--- src/hw/rtl/rdc_pkg.sv ---
// Shared types, constants and helper functions for the radix digit converter.
`timescale 1ns / 1ps

package rdc_pkg;

    localparam int MaxDigits   = 32;
    localparam int DigitLimit  = (MaxDigits < 31) ? MaxDigits : 31;
    localparam int CountW      = $clog2(MaxDigits + 1);
    localparam int StackAw     = $clog2(MaxDigits);
    localparam int QueueDepth  = 2;
    localparam int QueuePtrW   = $clog2(QueueDepth);
    localparam int MagW        = 31;
    localparam int BaseW       = 4;
    localparam int RecipW      = 32;
    localparam int ProdW       = MagW + RecipW;

    localparam logic [BaseW-1:0] RadixReset    = 4'd10;
    localparam logic [BaseW-1:0] MinBase       = 4'd2;
    localparam logic [BaseW-1:0] MaxBase       = 4'd10;
    localparam logic [3:0]       MaxDigitValue = 4'd9;

    typedef enum logic [1:0] {
        ST_IDLE,
        ST_MUL,
        ST_FIX,
        ST_EMIT
    } state_t;

    // One positive value waiting for conversion, with the base captured on entry.
    typedef struct packed {
        logic [MagW-1:0]  value;
        logic [BaseW-1:0] base;
    } q_entry_t;

    typedef struct packed {
        state_t            state;
        logic [CountW-1:0] count;
    } back_stat_t;

    // Register codes outside 2..10 are folded onto the nearest legal base.
    function automatic logic [BaseW-1:0] eff_base(input logic [BaseW-1:0] r);
        logic [BaseW-1:0] b;
        case (r) inside
            [4'd0:4'd1]:   b = MinBase;
            [4'd11:4'd15]: b = MaxBase;
            default:       b = r;
        endcase
        return b;
    endfunction

    // floor(2^32 / base); the estimate it gives is the true quotient or one below.
    function automatic logic [RecipW-1:0] recip(input logic [BaseW-1:0] b);
        logic [RecipW-1:0] m;
        case (b)
            4'd2:    m = 32'h8000_0000;
            4'd3:    m = 32'h5555_5555;
            4'd4:    m = 32'h4000_0000;
            4'd5:    m = 32'h3333_3333;
            4'd6:    m = 32'h2AAA_AAAA;
            4'd7:    m = 32'h2492_4924;
            4'd8:    m = 32'h2000_0000;
            4'd9:    m = 32'h1C71_C71C;
            4'd10:   m = 32'h1999_9999;
            default: m = 32'h8000_0000;
        endcase
        return m;
    endfunction

endpackage

--- src/hw/rtl/rdc_front.sv ---
// Front end: radix register, input beat acceptance and classification of values.
`timescale 1ns / 1ps

module rdc_front (
    input  logic                  clk,
    input  logic                  rst_n,
    input  logic                  in_valid,
    output logic                  in_stall,
    input  logic [31:0]           value,
    input  logic                  cfg_valid,
    output logic                  cfg_ready,
    input  logic [3:0]            radix,
    input  logic                  q_full,
    output logic                  q_push,
    output rdc_pkg::q_entry_t     q_wdata
);

    logic [3:0] radix_reg;
    logic [3:0] radix_next;
    logic       accept;
    logic       positive;

    assign cfg_ready = 1'b1;
    assign in_stall  = q_full;
    assign accept    = in_valid && !q_full;
    // Zero and negative values are accepted and dropped here; they produce no digits.
    assign positive  = !value[31] && (value != 32'd0);
    assign q_push    = accept && positive;

    assign q_wdata.value = value[rdc_pkg::MagW-1:0];
    assign q_wdata.base  = rdc_pkg::eff_base(radix_reg);

    always_comb
    begin
        radix_next = radix_reg;
        if (cfg_valid && cfg_ready)
        begin
            radix_next = radix;
        end
    end

    always_ff @(posedge clk or negedge rst_n)
    begin
        if (!rst_n)
        begin
            radix_reg <= rdc_pkg::RadixReset;
        end
        else
        begin
            radix_reg <= radix_next;
        end
    end

endmodule

--- src/hw/rtl/rdc_queue.sv ---
// Small FIFO that decouples the front end from the conversion back end.
`timescale 1ns / 1ps

module rdc_queue (
    input  logic                             clk,
    input  logic                             rst_n,
    input  logic                             push,
    input  rdc_pkg::q_entry_t                wdata,
    output logic                             full,
    input  logic                             pop,
    output logic                             valid,
    output rdc_pkg::q_entry_t                rdata,
    output logic [rdc_pkg::QueuePtrW:0]      level
);

    rdc_pkg::q_entry_t mem [rdc_pkg::QueueDepth];

    logic [rdc_pkg::QueuePtrW-1:0] wr_ptr_reg;
    logic [rdc_pkg::QueuePtrW-1:0] wr_ptr_next;
    logic [rdc_pkg::QueuePtrW-1:0] rd_ptr_reg;
    logic [rdc_pkg::QueuePtrW-1:0] rd_ptr_next;
    logic [rdc_pkg::QueuePtrW:0]   level_reg;
    logic [rdc_pkg::QueuePtrW:0]   level_next;
    logic                          do_push;
    logic                          do_pop;

    assign full    = (level_reg == (rdc_pkg::QueuePtrW + 1)'(rdc_pkg::QueueDepth));
    assign valid   = (level_reg != '0);
    assign rdata   = mem[rd_ptr_reg];
    assign level   = level_reg;
    assign do_push = push && !full;
    assign do_pop  = pop && valid;

    always_comb
    begin
        wr_ptr_next = wr_ptr_reg;
        rd_ptr_next = rd_ptr_reg;
        level_next  = level_reg;
        if (do_push)
        begin
            wr_ptr_next = (wr_ptr_reg == rdc_pkg::QueuePtrW'(rdc_pkg::QueueDepth - 1))
                          ? '0 : wr_ptr_reg + 1'b1;
        end
        if (do_pop)
        begin
            rd_ptr_next = (rd_ptr_reg == rdc_pkg::QueuePtrW'(rdc_pkg::QueueDepth - 1))
                          ? '0 : rd_ptr_reg + 1'b1;
        end
        if (do_push && !do_pop)
        begin
            level_next = level_reg + 1'b1;
        end
        else if (do_pop && !do_push)
        begin
            level_next = level_reg - 1'b1;
        end
    end

    always_ff @(posedge clk or negedge rst_n)
    begin
        if (!rst_n)
        begin
            wr_ptr_reg <= '0;
            rd_ptr_reg <= '0;
            level_reg  <= '0;
        end
        else
        begin
            wr_ptr_reg <= wr_ptr_next;
            rd_ptr_reg <= rd_ptr_next;
            level_reg  <= level_next;
        end
    end

    always_ff @(posedge clk)
    begin
        if (do_push)
        begin
            mem[wr_ptr_reg] <= wdata;
        end
    end

endmodule

--- src/hw/rtl/rdc_back.sv ---
// Back end: reciprocal-multiply digit extraction, digit stack and output register.
`timescale 1ns / 1ps

module rdc_back (
    input  logic                  clk,
    input  logic                  rst_n,
    input  logic                  q_valid,
    input  rdc_pkg::q_entry_t     q_rdata,
    output logic                  q_pop,
    output logic                  out_valid,
    input  logic                  out_stall,
    output logic [3:0]            digit,
    output logic                  last_digit,
    output rdc_pkg::back_stat_t   status
);

    localparam logic [rdc_pkg::CountW-1:0] CountLimit = rdc_pkg::CountW'(rdc_pkg::DigitLimit);
    localparam logic [rdc_pkg::CountW-1:0] CountOne   = rdc_pkg::CountW'(1);

    logic [3:0] stack [rdc_pkg::MaxDigits];

    rdc_pkg::state_t                state_reg;
    rdc_pkg::state_t                state_next;
    logic [rdc_pkg::CountW-1:0]     cnt_reg;
    logic [rdc_pkg::CountW-1:0]     cnt_next;
    logic                           ov_reg;
    logic                           ov_next;
    logic [rdc_pkg::MagW-1:0]       x_reg;
    logic [rdc_pkg::MagW-1:0]       x_next;
    logic [rdc_pkg::BaseW-1:0]      base_reg;
    logic [rdc_pkg::BaseW-1:0]      base_next;
    logic [rdc_pkg::MagW-1:0]       qest_reg;
    logic [rdc_pkg::MagW-1:0]       qest_next;
    logic [3:0]                     digit_reg;
    logic                           last_reg;
    logic                           last_next;

    logic [rdc_pkg::ProdW-1:0]      mul_full;
    logic [rdc_pkg::MagW+3:0]       back_prod;
    logic [rdc_pkg::MagW+3:0]       rem_wide;
    logic [4:0]                     rem;
    logic                           fix;
    logic [rdc_pkg::MagW-1:0]       q_fix;
    logic [4:0]                     d_wide;
    logic [3:0]                     d_fix;
    logic [rdc_pkg::CountW-1:0]     cnt_inc;
    logic [rdc_pkg::CountW-1:0]     cnt_dec;
    logic                           out_free;
    logic                           stack_we;
    logic                           stack_re;

    assign mul_full  = rdc_pkg::ProdW'(x_reg) * rdc_pkg::ProdW'(rdc_pkg::recip(base_reg));
    // The estimate is never above the true quotient, so the remainder is below twice the base.
    assign back_prod = (rdc_pkg::MagW + 4)'(qest_reg) * (rdc_pkg::MagW + 4)'(base_reg);
    assign rem_wide  = (rdc_pkg::MagW + 4)'(x_reg) - back_prod;
    assign rem       = rem_wide[4:0];
    assign fix       = (rem >= {1'b0, base_reg});
    assign q_fix     = fix ? qest_reg + 1'b1 : qest_reg;
    assign d_wide    = fix ? rem - {1'b0, base_reg} : rem;
    assign d_fix     = d_wide[3:0];
    assign cnt_inc   = cnt_reg + CountOne;
    assign cnt_dec   = cnt_reg - CountOne;
    assign out_free  = !ov_reg || !out_stall;

    assign out_valid    = ov_reg;
    assign digit        = digit_reg;
    assign last_digit   = last_reg;
    assign status.state = state_reg;
    assign status.count = cnt_reg;

    always_comb
    begin
        state_next = state_reg;
        cnt_next   = cnt_reg;
        ov_next    = ov_reg && out_stall;
        x_next     = x_reg;
        base_next  = base_reg;
        qest_next  = qest_reg;
        last_next  = last_reg;
        q_pop      = 1'b0;
        stack_we   = 1'b0;
        stack_re   = 1'b0;
        case (state_reg)
            rdc_pkg::ST_IDLE:
            begin
                if (q_valid)
                begin
                    q_pop      = 1'b1;
                    x_next     = q_rdata.value;
                    base_next  = q_rdata.base;
                    cnt_next   = '0;
                    state_next = rdc_pkg::ST_MUL;
                end
            end
            rdc_pkg::ST_MUL:
            begin
                qest_next  = mul_full[rdc_pkg::ProdW-1:rdc_pkg::RecipW];
                state_next = rdc_pkg::ST_FIX;
            end
            rdc_pkg::ST_FIX:
            begin
                stack_we = 1'b1;
                x_next   = q_fix;
                cnt_next = cnt_inc;
                if ((q_fix == '0) || (cnt_inc == CountLimit))
                begin
                    state_next = rdc_pkg::ST_EMIT;
                end
                else
                begin
                    state_next = rdc_pkg::ST_MUL;
                end
            end
            rdc_pkg::ST_EMIT:
            begin
                // Digits leave in reverse order of discovery, most significant first.
                if (out_free)
                begin
                    ov_next    = 1'b1;
                    stack_re   = 1'b1;
                    last_next  = (cnt_reg == CountOne);
                    cnt_next   = cnt_dec;
                    if (cnt_reg == CountOne)
                    begin
                        state_next = rdc_pkg::ST_IDLE;
                    end
                end
            end
            default:
            begin
                state_next = rdc_pkg::ST_IDLE;
            end
        endcase
    end

    always_ff @(posedge clk or negedge rst_n)
    begin
        if (!rst_n)
        begin
            state_reg <= rdc_pkg::ST_IDLE;
            cnt_reg   <= '0;
            ov_reg    <= 1'b0;
        end
        else
        begin
            state_reg <= state_next;
            cnt_reg   <= cnt_next;
            ov_reg    <= ov_next;
        end
    end

    always_ff @(posedge clk)
    begin
        x_reg     <= x_next;
        base_reg  <= base_next;
        qest_reg  <= qest_next;
        last_reg  <= last_next;
    end

    always_ff @(posedge clk)
    begin
        if (stack_we)
        begin
            stack[cnt_reg[rdc_pkg::StackAw-1:0]] <= d_fix;
        end
        if (stack_re)
        begin
            digit_reg <= stack[cnt_dec[rdc_pkg::StackAw-1:0]];
        end
    end

endmodule

--- src/hw/rtl/radix_digit_converter_core.sv ---
// Top level of the radix digit converter: front end, queue and back end.
`timescale 1ns / 1ps

// Each input beat carries a signed 32-bit value; a positive value is converted to the base
// in the radix register (codes below 2 act as base 2, codes above 10 as base 10) and its
// digits leave one per output beat, most significant first, with last_digit set on the
// final one. Zero and negative values are consumed and give no output. Each digit goes
// through the shared reciprocal multiplier and then the correction step; the stack is
// then read out one digit per cycle into the output register while the output is not
// stalled. A two-entry queue lets the input keep taking beats while a conversion runs,
// and the back end starts the next item while the last digit waits.
// Write the radix only while no conversion is pending.

module radix_digit_converter_core (
    input  logic        clk,
    input  logic        rst_n,
    input  logic        in_valid,
    output logic        in_stall,
    input  logic [31:0] value,
    output logic        out_valid,
    input  logic        out_stall,
    output logic [3:0]  digit,
    output logic        last_digit,
    input  logic        cfg_valid,
    output logic        cfg_ready,
    input  logic [3:0]  radix
);

    logic                          q_full;
    logic                          q_push;
    rdc_pkg::q_entry_t             q_wdata;
    logic                          q_pop;
    logic                          q_valid;
    rdc_pkg::q_entry_t             q_rdata;
    logic [rdc_pkg::QueuePtrW:0]   q_level;
    rdc_pkg::back_stat_t           back_stat;

    rdc_front u_front (
        .clk       (clk),
        .rst_n     (rst_n),
        .in_valid  (in_valid),
        .in_stall  (in_stall),
        .value     (value),
        .cfg_valid (cfg_valid),
        .cfg_ready (cfg_ready),
        .radix     (radix),
        .q_full    (q_full),
        .q_push    (q_push),
        .q_wdata   (q_wdata)
    );

    rdc_queue u_queue (
        .clk   (clk),
        .rst_n (rst_n),
        .push  (q_push),
        .wdata (q_wdata),
        .full  (q_full),
        .pop   (q_pop),
        .valid (q_valid),
        .rdata (q_rdata),
        .level (q_level)
    );

    rdc_back u_back (
        .clk        (clk),
        .rst_n      (rst_n),
        .q_valid    (q_valid),
        .q_rdata    (q_rdata),
        .q_pop      (q_pop),
        .out_valid  (out_valid),
        .out_stall  (out_stall),
        .digit      (digit),
        .last_digit (last_digit),
        .status     (back_stat)
    );

    // The read-out state always has at least one digit left on the stack.
    a_emit_has_digit: assert property (@(posedge clk) disable iff (!rst_n)
        (back_stat.state == rdc_pkg::ST_EMIT) |-> (back_stat.count != '0))
        else $error("back end reading out an empty digit stack");

    // The stack is fully drained before the back end takes a new item.
    a_idle_empty: assert property (@(posedge clk) disable iff (!rst_n)
        (back_stat.state == rdc_pkg::ST_IDLE) |-> (back_stat.count == '0))
        else $error("back end idle with digits left on the stack");

    a_queue_bound: assert property (@(posedge clk) disable iff (!rst_n)
        q_level <= (rdc_pkg::QueuePtrW + 1)'(rdc_pkg::QueueDepth))
        else $error("queue level beyond its depth");

    a_digit_range: assert property (@(posedge clk) disable iff (!rst_n)
        out_valid |-> (digit <= rdc_pkg::MaxDigitValue))
        else $error("digit outside 0 to 9");

endmodule
--- config.mk ---
export PLATFORM = sky130hd
export DESIGN_NAME = radix_digit_converter_core
export DESIGN_NICKNAME = d
export VERILOG_FILES = /design/src/hw/rtl/rdc_pkg.sv /design/src/hw/rtl/rdc_front.sv /design/src/hw/rtl/rdc_queue.sv /design/src/hw/rtl/rdc_back.sv /design/src/hw/rtl/radix_digit_converter_core.sv
export SDC_FILE = /design/constraint.sdc
export NUM_CORES = 2
export LEC_CHECK = 0
export BUFFER_PORTS_ARGS = -buffer_cell sky130_fd_sc_hd__buf_2
export CAP_MARGIN = 20
export CORE_UTILIZATION = 55
export CTS_BUF_LIST = sky130_fd_sc_hd__clkbuf_8
export CTS_CLUSTER_DIAMETER = 40
export DETAILED_ROUTE_END_ITERATION = 6
export GPL_TIMING_DRIVEN = 0
export PLACE_DENSITY = 0.71
export SLEW_MARGIN = 10
export SYNTH_ARGS = -nofsm -noshare
export SYNTH_HDL_FRONTEND = slang
export SYNTH_SLANG_ARGS = --single-unit
--- constraint.sdc ---
create_clock -name clk -period 22.4 [get_ports clk]
set_input_delay 0 -clock clk [delete_from_list [all_inputs] [get_ports clk]]
set_output_delay 0 -clock clk [all_outputs]
set_load 0.005 [all_outputs]
==> results.rst <==
.. list-table::
   :header-rows: 1

   * - Metric
     - Value
   * - Run status
     - finished, violations left
   * - Violations in the final reports
     - design-rule violations
   * - Post-synthesis share of cell area spent on xor and xnor gates
     - roughly 3.5%
   * - Gate Count Post-Synth
     - approximately 3400
   * - Number of buffers created by CTS
     - slightly above 40
   * - Standard cell core area
     - 64700 um^2
   * - Most frequently used flop master after synthesis
     - sky130_fd_sc_hd__edfxtp_1
   * - Leakage power
     - about 18 nW
   * - Relative slew slack
     - 23.3%
   * - Number of max-slew violations in the final report
     - 0
   * - GRT Overall Usage
     - 32.4%
   * - Hold/Removal Path Class
     - in2reg
   * - Cell area after technology mapping
     - around 36000 um^2
   * - Post-Synth Adder-Cell Area
     - between 40% and 50%
   * - Deepest clock path buffer count
     - 3
   * - TritonCTS clock tree
     - built
   * - Sequential fraction of the synthesis area
     - 24.4%
   * - Number of storage elements in the synthesis netlist
     - 301
   * - Number of remaining DRC errors
     - 2
   * - Post-synthesis to final-layout area growth
     - 7.75%
   * - Top cell type's share of synthesized area
     - 31.9%
   * - Global-route track usage on met1
     - between 40% and 50%
   * - Port buffer count
     - 47
   * - CTS Sinks
     - 301
   * - Initial drt markers
     - 2215
   * - Max H-tree Level
     - 2
   * - First-pass GRT wire length
     - 159000 um
   * - Mux share of post-synthesis cell area
     - 3.76%
   * - Max-cap violation count
     - 0
   * - Worst-path fanout max
     - 10
   * - Number of antenna violations at the first check in global routing
     - 7
   * - I/O pin count
     - 49
   * - Routed via count
     - 25000
   * - Clock latency on the worst-skew pair
     - about 600 ps
   * - Gr busiest metal
     - met2
   * - Largest net degree at the start of global routing
     - 36
   * - Number of flops mapped to enable cells by yosys
     - roughly 270
   * - Final setup violation count
     - 0
   * - Die Area
     - 66700 um^2
   * - WP data arrival
     - between 10000 and 15000 ps
   * - Die extent in x
     - between 200 and 300 um
   * - Largest family of logic cells by synthesized area
     - adder cells
   * - Clock Pin Slew Worst Setup and Hold Paths
     - roughly 80 ps
   * - Met2 usage in global routing
     - 51.1%
   * - Req. time, crit path
     - roughly 23000 ps
   * - Routed wire per std cell
     - roughly 24 um
   * - Final global-route overflow total
     - 0
   * - Detailed Routing Iterations Pass 1
     - 7
   * - Number of global-route vias before repair
     - 26500
   * - Non-Filler Instances
     - about 4400
   * - Area contributors post-synth
     - sky130_fd_sc_hd__fa_1, sky130_fd_sc_hd__edfxtp_1, sky130_fd_sc_hd__ha_1
   * - Synth cell types
     - between 70 and 80
   * - Setup repair after global routing missed its margin
     - false
   * - Post-route antenna net violation count
     - 0
   * - Post-synthesis cell type with the largest combined area
     - sky130_fd_sc_hd__fa_1
   * - Final number of hold-violating endpoints
     - 0
   * - Endpoint kind of the worst setup timing path
     - flop
   * - Max FFs per register
     - 128
   * - Mean instance size in the synthesized netlist
     - 10.7 um^2
   * - Routability congestion estimate
     - ~1
   * - Compound-Gate Fraction of Synth Area
     - under 10%
   * - Layout cells sized above 1
     - 5.59%
   * - Max Clock Freq
     - between 100 and 150 MHz
   * - Post-synthesis simple-gate area fraction
     - 11.9%
   * - Ys async rst share
     - under 10%
   * - Rows
     - 93
   * - Die height
     - 258 um
   * - Pwr dens
     - about 36 nW/um^2
   * - Instance count after placement with tap cells included
     - around 4300
   * - Worst vdd rail ir drop
     - 0.0674 mV
   * - Met3 Track Usage GR
     - 8.84%
   * - Initial Util
     - 55.8%
   * - Most numerous cell types in the synthesized netlist
     - sky130_fd_sc_hd__inv_1, sky130_fd_sc_hd__fa_1, sky130_fd_sc_hd__nand2_1
   * - CTS Root Cell
     - sky130_fd_sc_hd__clkbuf_8
   * - Worst slew pin tran
     - between 1000 and 1500 ps
   * - Synth warnings
     - 0
   * - Post-DP HPWL
     - 84300 um
   * - Critical path type
     - reg2reg
   * - Launching element type of the critical path
     - flop
   * - Nets@finish
     - 4441
   * - Layout Skew
     - 28.4 ps
   * - Via-to-Cell Ratio
     - 5.69
   * - Min Clock Period, post-route
     - 9930 ps
   * - Total wire length
     - 104000 um
   * - Most frequent cell after synthesis
     - sky130_fd_sc_hd__inv_1
   * - Synth Net Count
     - 4298
   * - Post-route clock period utilization
     - 44.3%
   * - Setup tns final
     - 0 ps
[placed cells by master, fill, tap and decap left out, drive strengths merged, types with 21 or more instances in the layout]
cell type and instances:
inv 696, nor3 24, and2 264, mux2i 32
nand2 333, fa 575, xor2 55, mux4 40
and3 22, buf 61, edfxtp 269, nor2 78
ha 318, xnor2 89, a21o 48, a21oi 79
dlygate4sd3 45, nand3 29, clkbuf 158, nand4 21
o21ai 58
[what timing repair did]
| action | 4_1_cts | 5_1_grt |
|---|---|---|
| endpoints found under the hold margin | 93 | 0 |
| setup buffers | 0 | 0 |
| resized for setup | 0 | 0 |
| hold buffers | 45 | 0 |
[critical path, cell delays in order, from the launching register on]
cell and delay (ps):
sky130_fd_sc_hd__dfxtp_1 620, sky130_fd_sc_hd__clkbuf_1 820, sky130_fd_sc_hd__clkbuf_1 680, sky130_fd_sc_hd__nand2_1 160, sky130_fd_sc_hd__fa_1 590, sky130_fd_sc_hd__inv_1 70, sky130_fd_sc_hd__fa_1 560, sky130_fd_sc_hd__inv_1 80
sky130_fd_sc_hd__fa_1 470, sky130_fd_sc_hd__fa_1 540, sky130_fd_sc_hd__inv_1 50, sky130_fd_sc_hd__fa_1 490, sky130_fd_sc_hd__fa_1 680, sky130_fd_sc_hd__fa_1 500, sky130_fd_sc_hd__fa_1 460, sky130_fd_sc_hd__ha_1 390
sky130_fd_sc_hd__inv_1 80, sky130_fd_sc_hd__nor4_1 590, sky130_fd_sc_hd__nand3_1 140, sky130_fd_sc_hd__o41ai_1 550, sky130_fd_sc_hd__o311ai_0 300, sky130_fd_sc_hd__a31oi_1 310, sky130_fd_sc_hd__o31ai_1 170, sky130_fd_sc_hd__o21ai_0 240
sky130_fd_sc_hd__xor2_1 110
[kinds of logic (layout without fill, tap and decap cells)]
family                     after synthesis  after routing
buffers and inverters                  809            985
xor gates and xnor gates               144            144
other                                    1              2
DFF                                    301            301
adders and majority gates              895            895
and+or+nand+nor                        850            850
muxes                                   84             84
AOI/OAI and AO/OA                      280            280
[through the flow]
step	power, mW	hold slack (ps)	utilization (%)	setup slack (ps)	instance area, um^2
6_report	1.42	166	60.1	12470	38900
5_1_grt	1.47	151	60.1	11920	38900
4_1_cts	1.42	135	60.1	12520	38900
3_5_place_dp	0.974	-50.2	58.1	12580	37600
3_3_place_gp	0.962	-49.5	57.8	12510	37400
2_1_floorplan	0.879	-296	-	14980	36100
[area by class of cell]
class / count / area [um^2]
Buffer: 122 / 469
Tap cell: 855 / 1070
Clock buffer: 43 / 592
Sequential cell: 301 / 8810
Multi-Input combinational cell: 2254 / 24300
Antenna cell: 1 / 2.50
Timing Repair Buffer: 100 / 826
Fill cell: 5445 / 25800
Inverter: 687 / 2580
Clock inverter: 33 / 270
[power breakdown]
part | total [mW] | switching [mW] | leakage (nW) | internal (mW)
clock network | 0.444 | 0.215 | 0.466 | 0.229
logic | 0.313 | 0.169 | 15.0 | 0.144
registers | 0.660 | 0.0144 | 2.74 | 0.646
[final timing paths]
path / startpoint / to / slack [ps] / cells past startpoint
worst max-delay path: flop / u_back.qest_reg[13]$_DFFE_PN_ / 12470 / 24
worst min-delay path: value[15] / u_queue.mem[1][19]$_DFFE_PP_ / 170 / 2
worst max register to register: flop / u_back.qest_reg[13]$_DFFE_PN_ / 12470 / 24
worst min register to register: u_queue.level[1]$_DFFE_PN0P_ / u_queue.level[1]$_DFFE_PN0P_ / 520 / 1
max in group asynchronous: rst_n / u_back.cnt_reg[2]$_DFFE_PN0P_ / 20790 / 4
min in group asynchronous: rst_n / u_front.radix_reg[1]$_DFFE_PN1P_ / 470 / 3
[metal layers]
layer  part of all wire (%)  vias to the layer above
met5                  0.031                        -
met4                    4.4                        6
met3                     11                      252
met2                     46                     1137
met1                     39                    12600
li1                       -                    11000
No activity file was read; power rests on OpenSTA's default activity.
